==> src/cmc_pkg.sv <==
// ----------------------------------------------------------------------------
// cmc_pkg
// Shared types and constants of the CpG methylation counter: beat payloads,
// item kinds, base characters, count categories and the queued operation.
// ----------------------------------------------------------------------------
package cmc_pkg;

  // item kinds
  localparam logic [1:0] KIND_COUNT   = 2'd0;
  localparam logic [1:0] KIND_SITE_RD = 2'd1;
  localparam logic [1:0] KIND_BIAS_RD = 2'd2;

  // bias group that has no table
  localparam logic [1:0] GRP_NONE = 2'd3;
  localparam int NUM_GROUPS = 3;

  // counter categories
  localparam int NUM_CAT = 6;
  localparam logic [2:0] CAT_W_C     = 3'd0;
  localparam logic [2:0] CAT_W_T     = 3'd1;
  localparam logic [2:0] CAT_W_OTHER = 3'd2;
  localparam logic [2:0] CAT_C_G     = 3'd3;
  localparam logic [2:0] CAT_C_A     = 3'd4;
  localparam logic [2:0] CAT_C_OTHER = 3'd5;

  // ascii bases
  localparam logic [7:0] CH_C_UP = 8'h43;
  localparam logic [7:0] CH_C_LO = 8'h63;
  localparam logic [7:0] CH_G_UP = 8'h47;
  localparam logic [7:0] CH_G_LO = 8'h67;
  localparam logic [7:0] CH_T_UP = 8'h54;
  localparam logic [7:0] CH_A_UP = 8'h41;

  // widest addresses over the parameter ranges
  localparam int SITE_AW_MAX = 20;
  localparam int BIAS_AW_MAX = 14;

  // decoupling queue
  localparam int QUEUE_DEPTH = 2;

  typedef struct packed {
    logic [1:0]  kind;
    logic        on_watson;
    logic [11:0] locus;
    logic [8:0]  read_cycle;
    logic [1:0]  bias_group;
    logic [7:0]  read_base;
    logic [7:0]  ref_first;
    logic [7:0]  ref_second;
    logic        pair_exists;
  } cmc_in_t;

  typedef struct packed {
    logic        counted;
    logic [2:0]  category;
    logic [31:0] count_w_c;
    logic [31:0] count_w_t;
    logic [31:0] count_w_other;
    logic [31:0] count_c_c;
    logic [31:0] count_c_t;
    logic [31:0] count_c_other;
  } cmc_out_t;

  // operation carried out by the back end
  typedef enum logic [1:0] {
    OP_ZERO    = 2'd0,
    OP_COUNT   = 2'd1,
    OP_SITE_RD = 2'd2,
    OP_BIAS_RD = 2'd3
  } cmc_op_e;

  typedef struct packed {
    cmc_op_e                op;
    logic [2:0]             category;
    logic                   bias_en;
    logic [SITE_AW_MAX-1:0] site_addr;
    logic [BIAS_AW_MAX-1:0] bias_addr;
  } cmc_op_t;

endpackage

==> src/cmc_front.sv <==
// ----------------------------------------------------------------------------
// cmc_front
// Input side: takes a beat, checks for a CpG, picks the count category and
// works out the site and bias addresses, then pushes one operation.
// ----------------------------------------------------------------------------
module cmc_front #(
  parameter int SITE_WINDOW  = 4096,
  parameter int MAX_READ_LEN = 512
) (
  input  logic             in_valid,
  output logic             in_ready,
  input  cmc_pkg::cmc_in_t in_data,
  input  logic             busy,
  input  logic             q_full,
  output logic             push,
  output cmc_pkg::cmc_op_t push_data
);
  import cmc_pkg::*;

  // locus reduced into the site window by shifted conditional subtracts
  function automatic logic [11:0] site_mod(input logic [11:0] v);
    logic [31:0] acc;
    acc = 32'(v);
    for (int k = 7; k >= 0; k--) begin
      if (acc >= (32'(SITE_WINDOW) << k)) begin
        acc = acc - (32'(SITE_WINDOW) << k);
      end
    end
    return acc[11:0];
  endfunction

  // read cycle reduced into the row range the same way
  function automatic logic [8:0] cyc_mod(input logic [8:0] v);
    logic [31:0] acc;
    acc = 32'(v);
    for (int k = 4; k >= 0; k--) begin
      if (acc >= (32'(MAX_READ_LEN) << k)) begin
        acc = acc - (32'(MAX_READ_LEN) << k);
      end
    end
    return acc[8:0];
  endfunction

  logic        is_cpg;
  logic [11:0] site_pos;
  logic [11:0] site_red;
  logic [8:0]  row;
  logic [31:0] bias_sum;
  logic        grp_ok;
  logic [2:0]  cat;

  // handshake
  assign in_ready = !q_full && !busy;
  assign push     = in_valid && in_ready;

  // cpg test on the reference pair
  assign is_cpg = in_data.pair_exists &&
                  (in_data.ref_first == CH_C_UP || in_data.ref_first == CH_C_LO) &&
                  (in_data.ref_second == CH_G_UP || in_data.ref_second == CH_G_LO);

  // site is j on watson, j-1 on crick; read-back uses locus as given
  assign site_pos = (in_data.kind == KIND_COUNT && !in_data.on_watson) ?
                    in_data.locus - 12'd1 : in_data.locus;
  assign site_red = site_mod(site_pos);

  // bias row address within the three stacked group tables
  assign row    = cyc_mod(in_data.read_cycle);
  assign grp_ok = in_data.bias_group != GRP_NONE;
  always_comb begin
    unique case (in_data.bias_group)
      2'd1:    bias_sum = 32'(MAX_READ_LEN) + 32'(row);
      2'd2:    bias_sum = 32'(2 * MAX_READ_LEN) + 32'(row);
      default: bias_sum = 32'(row);
    endcase
  end

  // count category from strand and read base
  always_comb begin
    if (in_data.on_watson) begin
      priority if (in_data.read_base == CH_C_UP) cat = CAT_W_C;
      else if (in_data.read_base == CH_T_UP)     cat = CAT_W_T;
      else                                       cat = CAT_W_OTHER;
    end else begin
      priority if (in_data.read_base == CH_G_UP) cat = CAT_C_G;
      else if (in_data.read_base == CH_A_UP)     cat = CAT_C_A;
      else                                       cat = CAT_C_OTHER;
    end
  end

  // operation built from the kind
  always_comb begin
    push_data.op        = OP_ZERO;
    push_data.category  = cat;
    push_data.bias_en   = grp_ok;
    push_data.site_addr = SITE_AW_MAX'(site_red);
    push_data.bias_addr = bias_sum[BIAS_AW_MAX-1:0];
    unique case (in_data.kind)
      KIND_COUNT: begin
        if (is_cpg && (in_data.on_watson || in_data.locus != 12'd0)) begin
          push_data.op = OP_COUNT;
        end
      end
      KIND_SITE_RD: push_data.op = OP_SITE_RD;
      KIND_BIAS_RD: begin
        if (grp_ok) begin
          push_data.op = OP_BIAS_RD;
        end
      end
      default: push_data.op = OP_ZERO;
    endcase
  end

endmodule

==> config.mk <==
export PLATFORM = sky130hd
export DESIGN_NAME = cmc_front
export DESIGN_NICKNAME = d
export VERILOG_FILES = /design/src/cmc_pkg.sv /design/src/cmc_front.sv
export SDC_FILE = /design/constraint.sdc
export NUM_CORES = 1
export LEC_CHECK = 0
export BUFFER_PORTS_ARGS = -buffer_cell sky130_fd_sc_hd__buf_2
export CORE_MARGIN = 4
export CORE_UTILIZATION = 32
export DETAILED_ROUTE_END_ITERATION = 10
export PLACE_DENSITY = 0.89
export SYNTH_ARGS = -nofsm -noshare
export SYNTH_HDL_FRONTEND = slang
export SYNTH_SLANG_ARGS = --single-unit
export TNS_END_PERCENT = 100
==> constraint.sdc <==
create_clock -name vclk -period 2.84
set_input_delay 0.568 -clock vclk [all_inputs]
set_output_delay 0.568 -clock vclk [all_outputs]
set_load 0.02 [all_outputs]
* Word level (Yosys, flattened, before mapping)
Cells that the tools add are included.
Storage, ports and cells: register bits after elaboration 0, word-level logic and storage cells 40
Cells by class: add/sub/neg operators 3, eq/ne operators 13, multiplexer cells 10, reduce and logical (&&, ||, !) cells 14
Operator list (number):
- 8-bit by 7-bit equality test with 1-bit output (second input constant) | 8
- 12-bit case mux with 2 select lines | 1
- 11-bit by 9-bit adder with 12-bit output (first input constant) | 1
- 12-bit two-way mux | 1
- 12-bit nonzero test | 1
- 12-bit by 1-bit subtractor with 12-bit output (second input constant) | 1
- 10-bit by 9-bit adder with 11-bit output (first input constant) | 1
- 1-bit logical AND | 6
- 2-bit two-way mux | 3
- 3-bit two-way mux | 2
- 2-bit case mux with 3 select lines | 1
- 2-bit by 1-bit equality test with 1-bit output (second input constant) | 2
- 2-bit equality test (second input constant) | 2
- 1-bit logical NOT | 3
- 1-bit logical OR | 3
- 2-bit logical NOT | 1
- 1-bit two-way mux | 2
- 2-bit inequality test (second input constant) | 1

* Depth between registers and ports, before layout
depth in word-level cells 7, gate-level depth with buffers 5, mapped depth without buffers 5

* Worst setup path before layout
No wires, ideal clock.
path type in2out, from input in_data[24] in the netlist's numbering, to output push_data[36] in the netlist's numbering, arrival 1.818 ns, setup slack 0.454 ns, stages 4, buffers on the path 0, cell sequence or4b_1 -> nor2_1 -> a21oi_1 -> nor3_1
RTL lines:
- start, declared | RTL line cmc_front.sv:12 | input cmc_pkg::cmc_in_t in_data,
- end, declared | RTL line cmc_front.sv:16 | output cmc_pkg::cmc_op_t push_data

==> run summary <==
Outcome -> completed
Top-count cell post-synth -> buf_4
Initial antenna violation count -> 0
Critical path arrival -> 1.98 ns
Via count -> 737
List of most frequent post-synthesis cells -> buf_4 (21), nor2_1 (8), nand2_1 (7), xor2_1 (7), nor3_1 (5)
RSZ-0062 raised after global routing -> false
Final Hold Viols -> 0
Max cap viols -> 0
RePlAce Congestion -> 0.7227
CP Buf/Inv Count -> 2
Final setup TNS -> 0 ns
Footprint of the multi-input gates -> 451.7 sq um
Num sequential -> 0
Initial Utilization -> 33.77%
Crit Path Category -> primary input to primary output
Register area -> 0 sq um
Period utilisation layout -> 89.79%
N_diodes -> 0
Rows -> 15
Largest net degree at the start of global routing -> 8
Clk_buf instances -> 0
Most used cell, CP -> buf_2
Die ar. -> 0.002569 sq mm
Post-Syn Instances -> 86
Max Freq -> 392.1 MHz
Crit-path max FO -> 2
Port Buffers -> 65
Vias/cell -> 4.467
Per-cell routed wire length -> 10.38 microns
Number of setup buffers added after CTS -> 0
Drt first pass iters -> 3
Total GRT Usage -> 11.40%
Die H -> 50.69 microns
Hold Crit Start -> in_data[33]
Resized cells post-CTS -> 0
Die X -> 50.69 microns
Placed cell area -> 819.5 sq um
DRC -> 0
Met1 Use GR -> 10.54%
Yosys warns -> 0
WP data required -> 2.27 ns
Finished layout cell area -> 819.5 sq um
Grt met3 use -> 1.484%
PwrDens -> 146.7 mW/mm^2
Lkg Pwr -> 0.4594 nW
DP HPWL -> 1616 microns
Leading area contributor after synthesis -> buf_4
Syn Area/Cell -> 6.780 sq um
Top cells by area, synth -> buf_4 (27%), xor2_1 (11%), nor2_1 (5.2%), nand2_1 (4.5%), xnor2_1 (4.5%)
Worst path top cell family by delay -> simple AND/OR/NAND/NOR gates
Crit-path max cell delay -> 0.53 ns
Pins over their slew limit -> 0
CP endpoint kind -> primary output
Area Growth Syn to Fin -> 40.56%
VDD IR max -> 0.05394 mV
Global-route wire length before repair -> 2463 microns
Crit path cell chain -> buf_2 -> or4b_1 -> or3_1 -> a21oi_2 -> or2_1 -> buf_2
# hold bufs at CTS -> 0
Share of cells above drive strength 1 -> 48.57%
Vias in the first global route -> 671
Tmin final -> 2.550 ns
WL final -> 1713 microns
Nets -> 198
Grt peak-use layer -> met2
Synth top area share -> 27.04%
Iteration-0 DRC Markers -> 5
CP Launch Type -> primary input
Slowest-stage cell, CP -> or4b_1
Mapped cell area -> 583.1 sq um
Fillcell total -> 186
Unique masters post-synth -> 29
Worst hold path class -> primary input to primary output
Remaining antenna violation count after routing -> 0
Ports -> 96
Post-synthesis sequential area ratio -> 0%
Setup violators final -> 0
Core footprint -> 0.001727 sq mm
Total grt overflow -> 0
GRT met2 Usage -> 25.22%
CP startpoint -> in_data[24]
where the power goes:
| group | internal [mW] | switching, mW |
|---|---|---|
| clock | 0 | 0 |
| sequential | 0 | 0 |
| combinational | 0.0475 | 0.0728 |
| total | 0.0475 | 0.0728 |
layout make-up:
class              instances  share of cell area [%]
inverters                  3                   1.374
multi-input cells         72                   55.11
well taps                 25                   3.817
repair buffers            65                   39.69
layer usage:
layer	vias up	share of wire, %
met4	0	1.2
met2	36	58
li1	378	-
met1	319	32
met3	4	9.7
met5	-	0
worst paths after layout:
kind	slack, ns	end	depth (start not counted)
setup / recovery	0.29	push_data[35]	6
hold / removal	1.14	push_data[6]	0
stage by stage:
step           total power [mW]  worst slack [ns]  instances  hold WS, ns  util, %
6_report                 0.1203            0.2899        165        1.136    47.46
5_1_grt                  0.1309            0.1850        165        1.136    47.46
4_1_cts                  0.1211            0.2819        165        1.136    47.46
2_1_floorplan           0.09348            0.4543         96        1.214        -
3_3_place_gp             0.1176            0.3088        165        1.136    47.46
3_5_place_dp             0.1207            0.2880        165        1.136    47.46
layout by cell type, fill, tap and decap left out, types with 3 or more instances in the layout:
cell type,count
nor2_1,8
xnor2_1,3
inv_1,3
xor2_1,7
buf_2,65
a21oi_1,3
conb_1,11
nand2_1,7
nor3_1,5
cell families (layout without fill, tap and decap cells):
logic type | Yosys count | count (layout) | share of synthesized area, %
buffers and inverters | 24 | 68 | 28.97
adders and majority gates | 2 | 2 | 4.291
other | 1 | 11 | 0.6432
AOI/OAI and AO/OA | 7 | 7 | 7.725
and+or+nand+nor | 42 | 42 | 43.35
xor gates and xnor gates | 10 | 10 | 15.02
No activity file was read; power rests on OpenSTA's default activity.
