<file path="src/cmc_pkg.sv">
// ----------------------------------------------------------------------------
// cmc_pkg
// Shared types and constants of the CpG methylation counter: beat payloads,
// item kinds, base characters, count categories and the queued operation.
// ----------------------------------------------------------------------------
package cmc_pkg;

  // item kinds
  localparam logic [1:0] KIND_COUNT   = 2'd0;
  localparam logic [1:0] KIND_SITE_RD = 2'd1;
  localparam logic [1:0] KIND_BIAS_RD = 2'd2;

  // bias group that has no table
  localparam logic [1:0] GRP_NONE = 2'd3;
  localparam int NUM_GROUPS = 3;

  // counter categories
  localparam int NUM_CAT = 6;
  localparam logic [2:0] CAT_W_C     = 3'd0;
  localparam logic [2:0] CAT_W_T     = 3'd1;
  localparam logic [2:0] CAT_W_OTHER = 3'd2;
  localparam logic [2:0] CAT_C_G     = 3'd3;
  localparam logic [2:0] CAT_C_A     = 3'd4;
  localparam logic [2:0] CAT_C_OTHER = 3'd5;

  // ascii bases
  localparam logic [7:0] CH_C_UP = 8'h43;
  localparam logic [7:0] CH_C_LO = 8'h63;
  localparam logic [7:0] CH_G_UP = 8'h47;
  localparam logic [7:0] CH_G_LO = 8'h67;
  localparam logic [7:0] CH_T_UP = 8'h54;
  localparam logic [7:0] CH_A_UP = 8'h41;

  // widest addresses over the parameter ranges
  localparam int SITE_AW_MAX = 20;
  localparam int BIAS_AW_MAX = 14;

  // decoupling queue
  localparam int QUEUE_DEPTH = 2;

  typedef struct packed {
    logic [1:0]  kind;
    logic        on_watson;
    logic [11:0] locus;
    logic [8:0]  read_cycle;
    logic [1:0]  bias_group;
    logic [7:0]  read_base;
    logic [7:0]  ref_first;
    logic [7:0]  ref_second;
    logic        pair_exists;
  } cmc_in_t;

  typedef struct packed {
    logic        counted;
    logic [2:0]  category;
    logic [31:0] count_w_c;
    logic [31:0] count_w_t;
    logic [31:0] count_w_other;
    logic [31:0] count_c_c;
    logic [31:0] count_c_t;
    logic [31:0] count_c_other;
  } cmc_out_t;

  // operation carried out by the back end
  typedef enum logic [1:0] {
    OP_ZERO    = 2'd0,
    OP_COUNT   = 2'd1,
    OP_SITE_RD = 2'd2,
    OP_BIAS_RD = 2'd3
  } cmc_op_e;

  typedef struct packed {
    cmc_op_e                op;
    logic [2:0]             category;
    logic                   bias_en;
    logic [SITE_AW_MAX-1:0] site_addr;
    logic [BIAS_AW_MAX-1:0] bias_addr;
  } cmc_op_t;

endpackage

</file>
<file path="src/cmc_queue.sv">
// ----------------------------------------------------------------------------
// cmc_queue
// Short queue of classified operations between the front and back ends.
// ----------------------------------------------------------------------------
module cmc_queue (
  input  logic             clk,
  input  logic             rst_n,
  input  logic             push,
  input  cmc_pkg::cmc_op_t push_data,
  output logic             full,
  input  logic             pop,
  output logic             pop_valid,
  output cmc_pkg::cmc_op_t pop_data
);
  import cmc_pkg::*;

  localparam int PW = $clog2(QUEUE_DEPTH);
  localparam int CW = $clog2(QUEUE_DEPTH + 1);

  cmc_op_t       slot_r [QUEUE_DEPTH];
  logic [PW-1:0] wr_ptr_r, wr_ptr_nxt;
  logic [PW-1:0] rd_ptr_r, rd_ptr_nxt;
  logic [CW-1:0] fill_r, fill_nxt;

  assign full      = fill_r == CW'(QUEUE_DEPTH);
  assign pop_valid = fill_r != '0;
  assign pop_data  = slot_r[rd_ptr_r];

  // pointer and fill update
  always_comb begin
    wr_ptr_nxt = wr_ptr_r;
    rd_ptr_nxt = rd_ptr_r;
    fill_nxt   = fill_r;
    if (push) begin
      wr_ptr_nxt = (wr_ptr_r == PW'(QUEUE_DEPTH - 1)) ? '0 : wr_ptr_r + PW'(1);
    end
    if (pop) begin
      rd_ptr_nxt = (rd_ptr_r == PW'(QUEUE_DEPTH - 1)) ? '0 : rd_ptr_r + PW'(1);
    end
    if (push && !pop) begin
      fill_nxt = fill_r + CW'(1);
    end else if (pop && !push) begin
      fill_nxt = fill_r - CW'(1);
    end
  end

  always_ff @(posedge clk) begin
    if (!rst_n) begin
      wr_ptr_r <= '0;
      rd_ptr_r <= '0;
      fill_r   <= '0;
    end else begin
      wr_ptr_r <= wr_ptr_nxt;
      rd_ptr_r <= rd_ptr_nxt;
      fill_r   <= fill_nxt;
    end
  end

  // slot storage
  always_ff @(posedge clk) begin
    if (push) begin
      slot_r[wr_ptr_r] <= push_data;
    end
  end

endmodule

</file>
<file path="config.mk">
export PLATFORM = sky130hd
export DESIGN_NAME = cmc_queue
export DESIGN_NICKNAME = d
export VERILOG_FILES = /design/src/cmc_pkg.sv /design/src/cmc_queue.sv
export SDC_FILE = /design/constraint.sdc
export NUM_CORES = 1
export LEC_CHECK = 0
export BUFFER_PORTS_ARGS = -buffer_cell sky130_fd_sc_hd__buf_2
export CORE_MARGIN = 5
export CORE_UTILIZATION = 58
export CTS_BUF_LIST = sky130_fd_sc_hd__clkbuf_2
export DETAILED_ROUTE_END_ITERATION = 10
export PLACE_DENSITY = 0.95
export SLEW_MARGIN = 30
export SYNTH_ARGS = -nofsm -noshare
export SYNTH_HDL_FRONTEND = slang
export SYNTH_SLANG_ARGS = --single-unit
</file>
<file path="constraint.sdc">
create_clock -name clk -period 4.5 [get_ports clk]
set_input_delay 0.225 -clock clk [delete_from_list [all_inputs] [get_ports clk]]
set_output_delay 0.225 -clock clk [all_outputs]
set_load 0.01 [all_outputs]
</file>
; After elaboration in Yosys (flattened, before gate mapping)
; Memory sizes are Yosys's and may differ from the RTL's. A register that Yosys moved wholly into a read port is not among the register bits.
; Index checks and enable logic that the tools add are counted.
[word_totals]
register_bits = 4
ramBits = 80
inputBits = 44
out_inout_bits = 42
elab_cells = 23
mem_count = 1
[classes]
n_addsub = 4
eq_ne = 1
n_mux = 8
n_reduce_logical = 6
[memory_table]
columns = name, depth, width, rd, rd_ports_with_merged_regs, write_ports, line
row1 = slot_r, 2, 40, 1, 1, 1, cmc_queue.sv:20  ; cmc_op_t slot_r [QUEUE_DEPTH];
[ops]
columns = op, n
row1 = 1-bit two-way mux, 6
row2 = 2-bit two-way mux, 2
row3 = 2-bit nonzero test, 2
row4 = "1-bit adder, second input constant", 2
row5 = "2-bit by 1-bit adder with 2-bit output, second input constant", 1
row6 = "2-bit == test, second input constant", 1
row7 = 1-bit logical AND, 2
row8 = 1-bit logical NOT, 2
row9 = "2-bit by 1-bit subtractor with 2-bit output, second input constant", 1

; Depth between registers and ports, before layout
; Gate-level depths: netlist of the first run.
[logic_depth]
depth_word = 4
depth_mapped = 5

; Worst setup path before layout of the first run
; Ideal clock, no wire load.
[synth_path]
kind = reg-to-reg
startpoint = reg wr_ptr_r
endpoint = mem slot_r[0][0] in the netlist's numbering, enable pin
arrival_time_ns = 2.126
required_time_ns = 4.057
setup_slack_ns = 1.931
path_stages_with_launch = 2
path_buffers = 0
period_less_slack_ns = 2.569
path_cell_list = dfxtp_1 -> nor2b_1
[synth_rtl]
columns = element, line
row1 = from (decl), cmc_queue.sv:21  ; logic [PW-1:0] wr_ptr_r, wr_ptr_nxt;
row2 = from (signal assigned), cmc_queue.sv:53  ; wr_ptr_r <= wr_ptr_nxt;
row3 = to (decl), cmc_queue.sv:20
; No word-level cell before the write port.

==> results of run 1 <==
-- critical path: stages (launching register included) --
cell and delay (ns):
dfxtp_2 0.97, mux2_2 0.43, buf_2 0.14
-- registers in the layout (all words and copies together) (netlist names), named ones only --
signal    cells
fill_r        2
rd_ptr_r      1
wr_ptr_r      1
slot_r       80
-- worst max-delay path by stage --
stage / slack (ns) / from / endpoint / cells past startpoint
global placement: 2.75 / register / pop_data[9] / 2
CTS: 2.17 / register / pop_data[9] / 2
finish: 2.24 / register / pop_data[12] / 2
floorplan: 1.93 / wr_ptr_r / slot_r[0][0] / 1
detailed placement: 2.76 / register / pop_data[17] / 2
global route: 2.08 / register / pop_data[9] / 2
-- power by group through the flow --
stage,registers (mW),logic [mW],clock network [mW]
2_1_floorplan,0.938,0.106,0
3_3_place_gp,0.952,0.162,0
3_5_place_dp,0.955,0.171,0
4_1_cts,0.937,0.200,0.301
5_1_grt,0.942,0.213,0.345
6_report,0.937,0.197,0.293
-- routing by layer --
metal | routed length (microns) | up-vias | part of all wire | track usage
met3 | 217 | 10 | 0.038 | 0.0327
met2 | 3140 | 51 | 0.55 | 0.305
met1 | 2300 | 827 | 0.40 | 0.204
li1 | - | 835 | - | -
met5 | 0 | - | 0 | 0
met4 | 92 | 0 | 0.016 | 0.0892
-- cell families (layout without fill, tap and decap cells) --
logic type / Yosys count / in the layout / share of synthesized area
xor gates and xnor gates: 3 / 3 / 0.00849
DFF: 85 / 85 / 0.809
AOI/OAI and AO/OA: 3 / 3 / 0.00647
adders and majority gates: 1 / 1 / 0.00404
muxes: 40 / 40 / 0.146
and+or+nand+nor: 9 / 9 / 0.0190
buffers and inverters: 5 / 143 / 0.00768
-- repair_timing --
action / 4_1_cts / 5_1_grt
hold buffers: 41 / 0
resized for setup: 0 / 0
setup endpoints to repair: 0 / 0
endpoints found under the hold margin: 85 / 0
-- area by class of cell --
cell class / instances / area share
Clock buffer: 12 / 0.0146
Tap cell: 70 / 0.0213
Clock inverter: 3 / 0.00335
Inverter: 1 / 0.000913
Sequential cell: 85 / 0.609
Timing Repair Buffer: 127 / 0.210
Multi-Input combinational cell: 56 / 0.141
-- stage by stage --
step / util / hold slack, ns
floorplan: - / 0.324
detailed placement: 0.705 / 0.416
CTS: 0.799 / 0.0320
finish: 0.800 / 0.0658
global placement: 0.700 / 0.413
global route: 0.800 / 0.0339
-- cells in the final DEF (no fill, tap or decap), drive strengths merged, types with 2 or more instances in the layout --
cell and count:
buf 86, edfxtp 80, clkinv 3, and2 4
clkbuf 12, xor2 2, dfxtp 5, nor2b 2
dlygate4sd3 41, mux2 40
==> impl_metrics.json, run 1 <==
{
  "rsz0062_at_grt": "no",
  "io_pins": 86,
  "cts.path.max_buffers": 2,
  "arrival_ns": 2.03,
  "grt_max_degree": 41,
  "drt-initial-drc-count": 78,
  "holdPathStages": 3,
  "finalInstanceArea_sq_mm": 0.00411,
  "clock-skew-final_ns": 0.0114,
  "synth-seq-cells": 85,
  "pwr-share-comb": 0.138,
  "gp_congestion": 0.716,
  "seq_power_share": 0.656,
  "htreeDepth": 3,
  "crit_required_ns": 4.28,
  "start_util": 0.602,
  "ys.flop_type": "edfxtp_1",
  "power-per-cell-area_mw_per_mm2": 347,
  "async_flop_share": 0,
  "synth.avg_cell_area_sq_um": 21.2,
  "seq_area_frac_synth": 0.809,
  "via_per_inst": 4.87,
  "cap_violations": 0,
  "syn-num-nets": 191,
  "dieArea_sq_mm": 0.00690,
  "wl_microns": 5750,
  "die_w_microns": 83.0,
  "irDropWorstVdd_mv": 0.236,
  "cts.sinks": 85,
  "area_growth_pct": 32.8,
  "min_from": "pop",
  "numPortBuffers": 85,
  "post-synth-top-count-cell": "edfxtp_1",
  "antenna-diode-count": 0,
  "finalNonFillerCells": 354,
  "outcome": "completed",
  "netlist_area_sq_mm": 0.00309,
  "yosys-top-cells-area": "edfxtp_1, mux2_2, dfxtp_1, and2_1, buf_2",
  "cp_max_fo": 40,
  "fillers": 304,
  "fmax_mhz": 443,
  "r2r.worst_path.cells": 2,
  "die_h_microns": 83.0,
  "placementRows": 26,
  "ys_types": 16,
  "cts.reportedPaths.clkPinSlew_ns": 0.19,
  "final_nets": 325,
  "worst_slack_ns": 2.24,
  "ant_nets": 0,
  "cts-root-buf": "clkbuf_2",
  "grt_usage": 0.174,
  "reg2reg_from": "wr_ptr_r",
  "ff_latch_area_sq_mm": 0.00250,
  "worstMarginPinSlew_ns": 0.913,
  "grt_overflow": 0,
  "p_total_mw": 1.43,
  "hpwl_microns": 3490,
  "crit_type": "reg2out",
  "synth_edf_count": 80,
  "multi_input_area_sq_um": 578,
  "setup_violations": 0,
  "num_vias": 1723,
  "hold_class": "in2reg",
  "cts_buffers": 9,
  "setup_tns_ns": 0,
  "yosysWarnings": 0,
  "firstDrtPassIters": 3,
  "switching_power_mw": 0.329,
  "pre_cts_slack_ns": 2.76,
  "grt_pass1_wl_microns": 9170,
  "clkPwrFrac": 0.205,
  "clock_latency_ns": 0.48,
  "drcViolationCount": 0,
  "synthCells": 146,
  "period_share": 0.501,
  "yosys-top-cells-count": "edfxtp_1, mux2_2, dfxtp_1",
  "grt_pass1_vias": 1832,
  "synth_top_area_frac": 0.776,
  "slew_headroom": 0.391,
  "hold_viol": 0,
  "r2r_setup_slack_ns": 3.06,
  "cts_tree": "yes",
  "drive_above_1_share": 0.511,
  "netSwitchingFraction": 0.230,
  "intPower_mw": 1.10,
  "yosysTopAreaCell": "edfxtp_1",
  "slew_violations": 0,
  "period_needed_ns": 2.26,
  "cts_setup_buffers": 0,
  "dp.cells": 298,
  "crit_path_start_kind": "register",
  "worst_r2r_endpoint": "slot_r[0][5]",
  "wl_per_cell_microns": 16.3,
  "antenna_found_initial": 0,
  "placed_area_sq_mm": 0.00362,
  "core_area_sq_mm": 0.00514,
  "cp-end-kind": "output pin",
  "cellLeakagePower_nw": 1.59
}
No activity file was read; power rests on OpenSTA's default activity.
==> run 2: changes to the inputs <==
- CORE_UTILIZATION: 58 -> 48
- PLACE_DENSITY: 0.95 -> 0.85
- clock period: 4.5 -> 2 ns (I/O delays scaled with it)
==> run 2 against run 1 <==
Effect of this change:
- die area grew 18%
- via count grew 2.7%
- total power grew 130%
- final area grew 1.6%
==> impl_metrics.json, run 2 (synthesis results as in run 1) <==
{
  "crit_required_ns": 1.90,
  "firstDrtPassIters": 6,
  "pre_cts_slack_ns": 0.626,
  "placementRows": 29,
  "holdWs_ns": 0.109,
  "wl_per_cell_microns": 16.7,
  "grt_pass1_wl_microns": 10000,
  "clock-skew-final_ns": 0.0111,
  "dieArea_sq_mm": 0.00815,
  "worst_slack_ns": 0.190,
  "utilization": 0.661,
  "placed_area_sq_mm": 0.00367,
  "cp_max_fo": 29,
  "final_nets": 329,
  "finalInstanceArea_sq_mm": 0.00417,
  "hold_class": "in2reg",
  "gp_congestion": 0.720,
  "drcViolationCount": 0,
  "period_share": 0.905,
  "cts.path.max_buffers": 2,
  "wl_microns": 6080,
  "cts_tree": "yes",
  "outcome": "completed",
  "clock_latency_ns": 0.49,
  "start_util": 0.490,
  "cts_setup_buffers": 0,
  "hold_viol": 0,
  "grt_pass1_vias": 2073,
  "slew_violations": 0,
  "cp-end-kind": "output pin",
  "grt_overflow": 0,
  "registers.top_by_ff_count": "slot_r",
  "rsz0062_at_grt": "no",
  "cts_buffers": 9,
  "holdPathStages": 4,
  "htreeDepth": 3,
  "cts-root-buf": "clkbuf_2",
  "final_cell_mix": "buf_2, edfxtp_1, dlygate4sd3_1",
  "antenna-diode-count": 0,
  "ant_nets": 0,
  "io_pins": 86,
  "grt_max_degree": 30,
  "cts.sinks": 85,
  "r2r_setup_slack_ns": 0.38,
  "drive_above_1_share": 0.509,
  "cap_violations": 0,
  "setup_violations": 0,
  "arrival_ns": 1.71,
  "worstMarginPinSlew_ns": 0.526,
  "via_per_inst": 4.86,
  "die_h_microns": 90.3,
  "power-per-cell-area_mw_per_mm2": 777,
  "numPortBuffers": 85,
  "hpwl_microns": 3730,
  "core_area_sq_mm": 0.00631,
  "slew_headroom": 0.649,
  "num_vias": 1770,
  "largest_reg_flops": 80,
  "cts.reportedPaths.clkPinSlew_ns": 0.20,
  "area_growth_pct": 34.9,
  "crit_type": "reg2out",
  "cellLeakagePower_nw": 1.60,
  "largest_registers": "slot_r (80), fill_r (2)",
  "setup_tns_ns": 0,
  "irDropWorstVdd_mv": 0.477,
  "crit_path_start_kind": "register",
  "drt-initial-drc-count": 41,
  "r2r.worst_path.cells": 3,
  "fmax_mhz": 552,
  "period_needed_ns": 1.81,
  "final_common_cell": "buf_2",
  "antenna_found_initial": 0,
  "grt_usage": 0.156,
  "die_w_microns": 90.3
}
## run 2: cell count changes in the layout (fill, tap and decap cells not counted), sizes merged
cell,change
clkinv,+1
clkinvlp,+1
clkbuf,-3
buf,+2
dlygate4sd3,+2
## run 2: cell type report
class                           instances  area [sq um]
Clock buffer                            9          45.0
Clock inverter                          5          30.0
Fill cell                             437          2140
Inverter                                1          3.75
Multi-Input combinational cell         56           577
Sequential cell                        85          2510
Tap cell                               77          96.3
Timing Repair Buffer                  131           916
## run 2: routing by layer
layer	wire [microns]	share of wire	vias up	global-route usage
met5	0	0	-	0
met4	136	0.022	0	0.0658
met3	320	0.053	12	0.0400
met2	3280	0.54	58	0.276
met1	2350	0.39	862	0.177
li1	-	-	838	-
## run 2: timing repair
action | CTS | global route
hold buffers | 43 | 0
endpoints found under the setup margin | 0 | 24
resized for setup | 0 | 1
hold endpoints to repair | 85 | 0
## run 2: stage by stage
step                power, mW  instances
floorplan                2.35        146
global placement         2.53        307
detailed placement       2.55        307
CTS                      3.27        364
global route             3.41        364
finish                   3.24        364
## run 2: worst paths after layout
check / start / endpoint
max: register / pop_data[28]
min: push / fill_r[1]
max reg2reg: wr_ptr_r / wr_ptr_r
min reg2reg: fill_r[1] / fill_r[1]
## run 2: where the power goes
group / switching, mW / total (mW) / internal, mW
logic: 0.216 / 0.482 / 0.267
registers: 0.0364 / 2.09 / 2.05
clock network: 0.531 / 0.676 / 0.144
total: 0.783 / 3.24 / 2.46
## run 2: critical path, stage by stage (launching register included)
cell and delay (ns):
dfxtp_4 0.49, buf_12 0.22, mux2_2 0.36, buf_2 0.14
==> run 3: changes to the inputs <==
- CORE_ASPECT_RATIO: not set -> 0.9
- GPL_ROUTABILITY_DRIVEN: not set -> 0
==> run 3 against run 2 <==
Effect of this change:
- total power up 6.3%
- via count down 0.28%
- clock skew up 0.0048 ns
- flip-flop and latch count unchanged
- final cell count up 3.8%
- die area about the same
==> impl_metrics.json, run 3 (synthesis results as in run 1) <==
{
  "outcome": "completed",
  "worst_slack_ns": 0.176,
  "dp.cells": 319,
  "power-per-cell-area_mw_per_mm2": 815,
  "largest_reg_flops": 80,
  "slew_headroom": 0.763,
  "crit_required_ns": 1.90,
  "hold_viol": 0,
  "cts_setup_buffers": 0,
  "holdPathEnd": "fill_r[1]",
  "utilization": 0.684,
  "cp_max_fo": 15,
  "ant_nets": 0,
  "die_h_microns": 86.2,
  "dieArea_sq_mm": 0.00815,
  "worstMarginPinSlew_ns": 0.356,
  "crit_path_start_kind": "register",
  "via_per_inst": 4.67,
  "slew_violations": 0,
  "r2r.worst_path.cells": 4,
  "numPortBuffers": 85,
  "hold_class": "in2reg",
  "final_cell_mix": "buf_2, edfxtp_1, dlygate4sd3_1",
  "drcViolationCount": 0,
  "wl_per_cell_microns": 15.7,
  "core_area_sq_mm": 0.00618,
  "placementRows": 27,
  "drt-initial-drc-count": 34,
  "holdWs_ns": 0.0431,
  "antenna-diode-count": 0,
  "cts_tree": "yes",
  "largest_registers": "slot_r (80), fill_r (2)",
  "clock_latency_ns": 0.51,
  "registers.top_by_ff_count": "slot_r",
  "holdPathStages": 4,
  "drive_above_1_share": 0.515,
  "period_share": 0.912,
  "cellLeakagePower_nw": 1.63,
  "finalNonFillerCells": 378,
  "grt_overflow": 0,
  "p_total_mw": 3.45,
  "cts.path.max_buffers": 2,
  "wl_microns": 5940,
  "final_common_cell": "buf_2",
  "num_vias": 1765,
  "min_from": "push",
  "setup_violations": 0,
  "irDropWorstVdd_mv": 0.566,
  "final_nets": 331,
  "cts_buffers": 9,
  "pre_cts_slack_ns": 0.623,
  "period_needed_ns": 1.82,
  "hpwl_microns": 3740,
  "area_growth_pct": 36.8,
  "setup_tns_ns": 0,
  "clock-skew-final_ns": 0.0159,
  "fmax_mhz": 548,
  "grt_pass1_vias": 2029,
  "cts.sinks": 85,
  "cp-end-kind": "output pin",
  "arrival_ns": 1.72,
  "antenna_found_initial": 0,
  "r2r_setup_slack_ns": 0.50,
  "worst_r2r_endpoint": "wr_ptr_r",
  "reg2reg_from": "wr_ptr_r",
  "cts-root-buf": "clkbuf_2",
  "die_w_microns": 94.6,
  "placed_area_sq_mm": 0.00368,
  "htreeDepth": 3,
  "grt_pass1_wl_microns": 9760,
  "cts.reportedPaths.clkPinSlew_ns": 0.24,
  "crit_type": "reg2out",
  "firstDrtPassIters": 3,
  "finalInstanceArea_sq_mm": 0.00423,
  "cap_violations": 0,
  "start_util": 0.501,
  "rsz0062_at_grt": "no",
  "grt_max_degree": 30,
  "io_pins": 86,
  "grt_usage": 0.160
}
## run 3: worst max-delay path by stage
| stage | from | slack (ns) | end | depth (start not counted) |
|---|---|---|---|---|
| 2_1_floorplan | wr_ptr_r | 0.20 | slot_r[0][0] | 1 |
| 3_3_place_gp | register | 0.63 | pop_data[29] | 3 |
| 3_5_place_dp | register | 0.62 | pop_data[3] | 3 |
| 4_1_cts | register | 0.10 | pop_data[7] | 3 |
| 5_1_grt | register | 0.05 | pop_data[0] | 3 |
| 6_report | register | 0.18 | pop_data[3] | 3 |
## run 3: final cells by class
class | instances | area (sq um)
sequential | 85 | 2510
fill | 427 | 1950
timing repair buffer | 133 | 918
multi-input combinational | 56 | 577
tap | 87 | 109
clock inverter | 7 | 72.6
clock buffer | 9 | 45.0
inverter | 1 | 3.75
## run 3: routing by layer
layer  track usage  wire length [microns]  vias to the layer above
met4        0.0367                     46                        0
met1         0.168                   2250                      846
li1              -                      -                      851
met2         0.297                   3240                       61
met3        0.0668                    407                        7
met5             0                      0                        -
## run 3: timing repair
action,in CTS,in global routing
gates resized for setup,1,0
endpoints found under the setup margin,10,0
endpoints found under the hold margin,85,0
hold buffers,43,0
## run 3: critical path, cell delays in order (launching register included)
cell     delay (ns)
dfxtp_4        0.52
buf_4          0.21
mux2_2         0.35
buf_2          0.14
## run 3: power by group
| group | total, mW | switching, mW | internal [mW] |
|---|---|---|---|
| sequential | 2.09 | 0.0379 | 2.05 |
| clock | 0.882 | 0.583 | 0.299 |
| combinational | 0.478 | 0.211 | 0.267 |
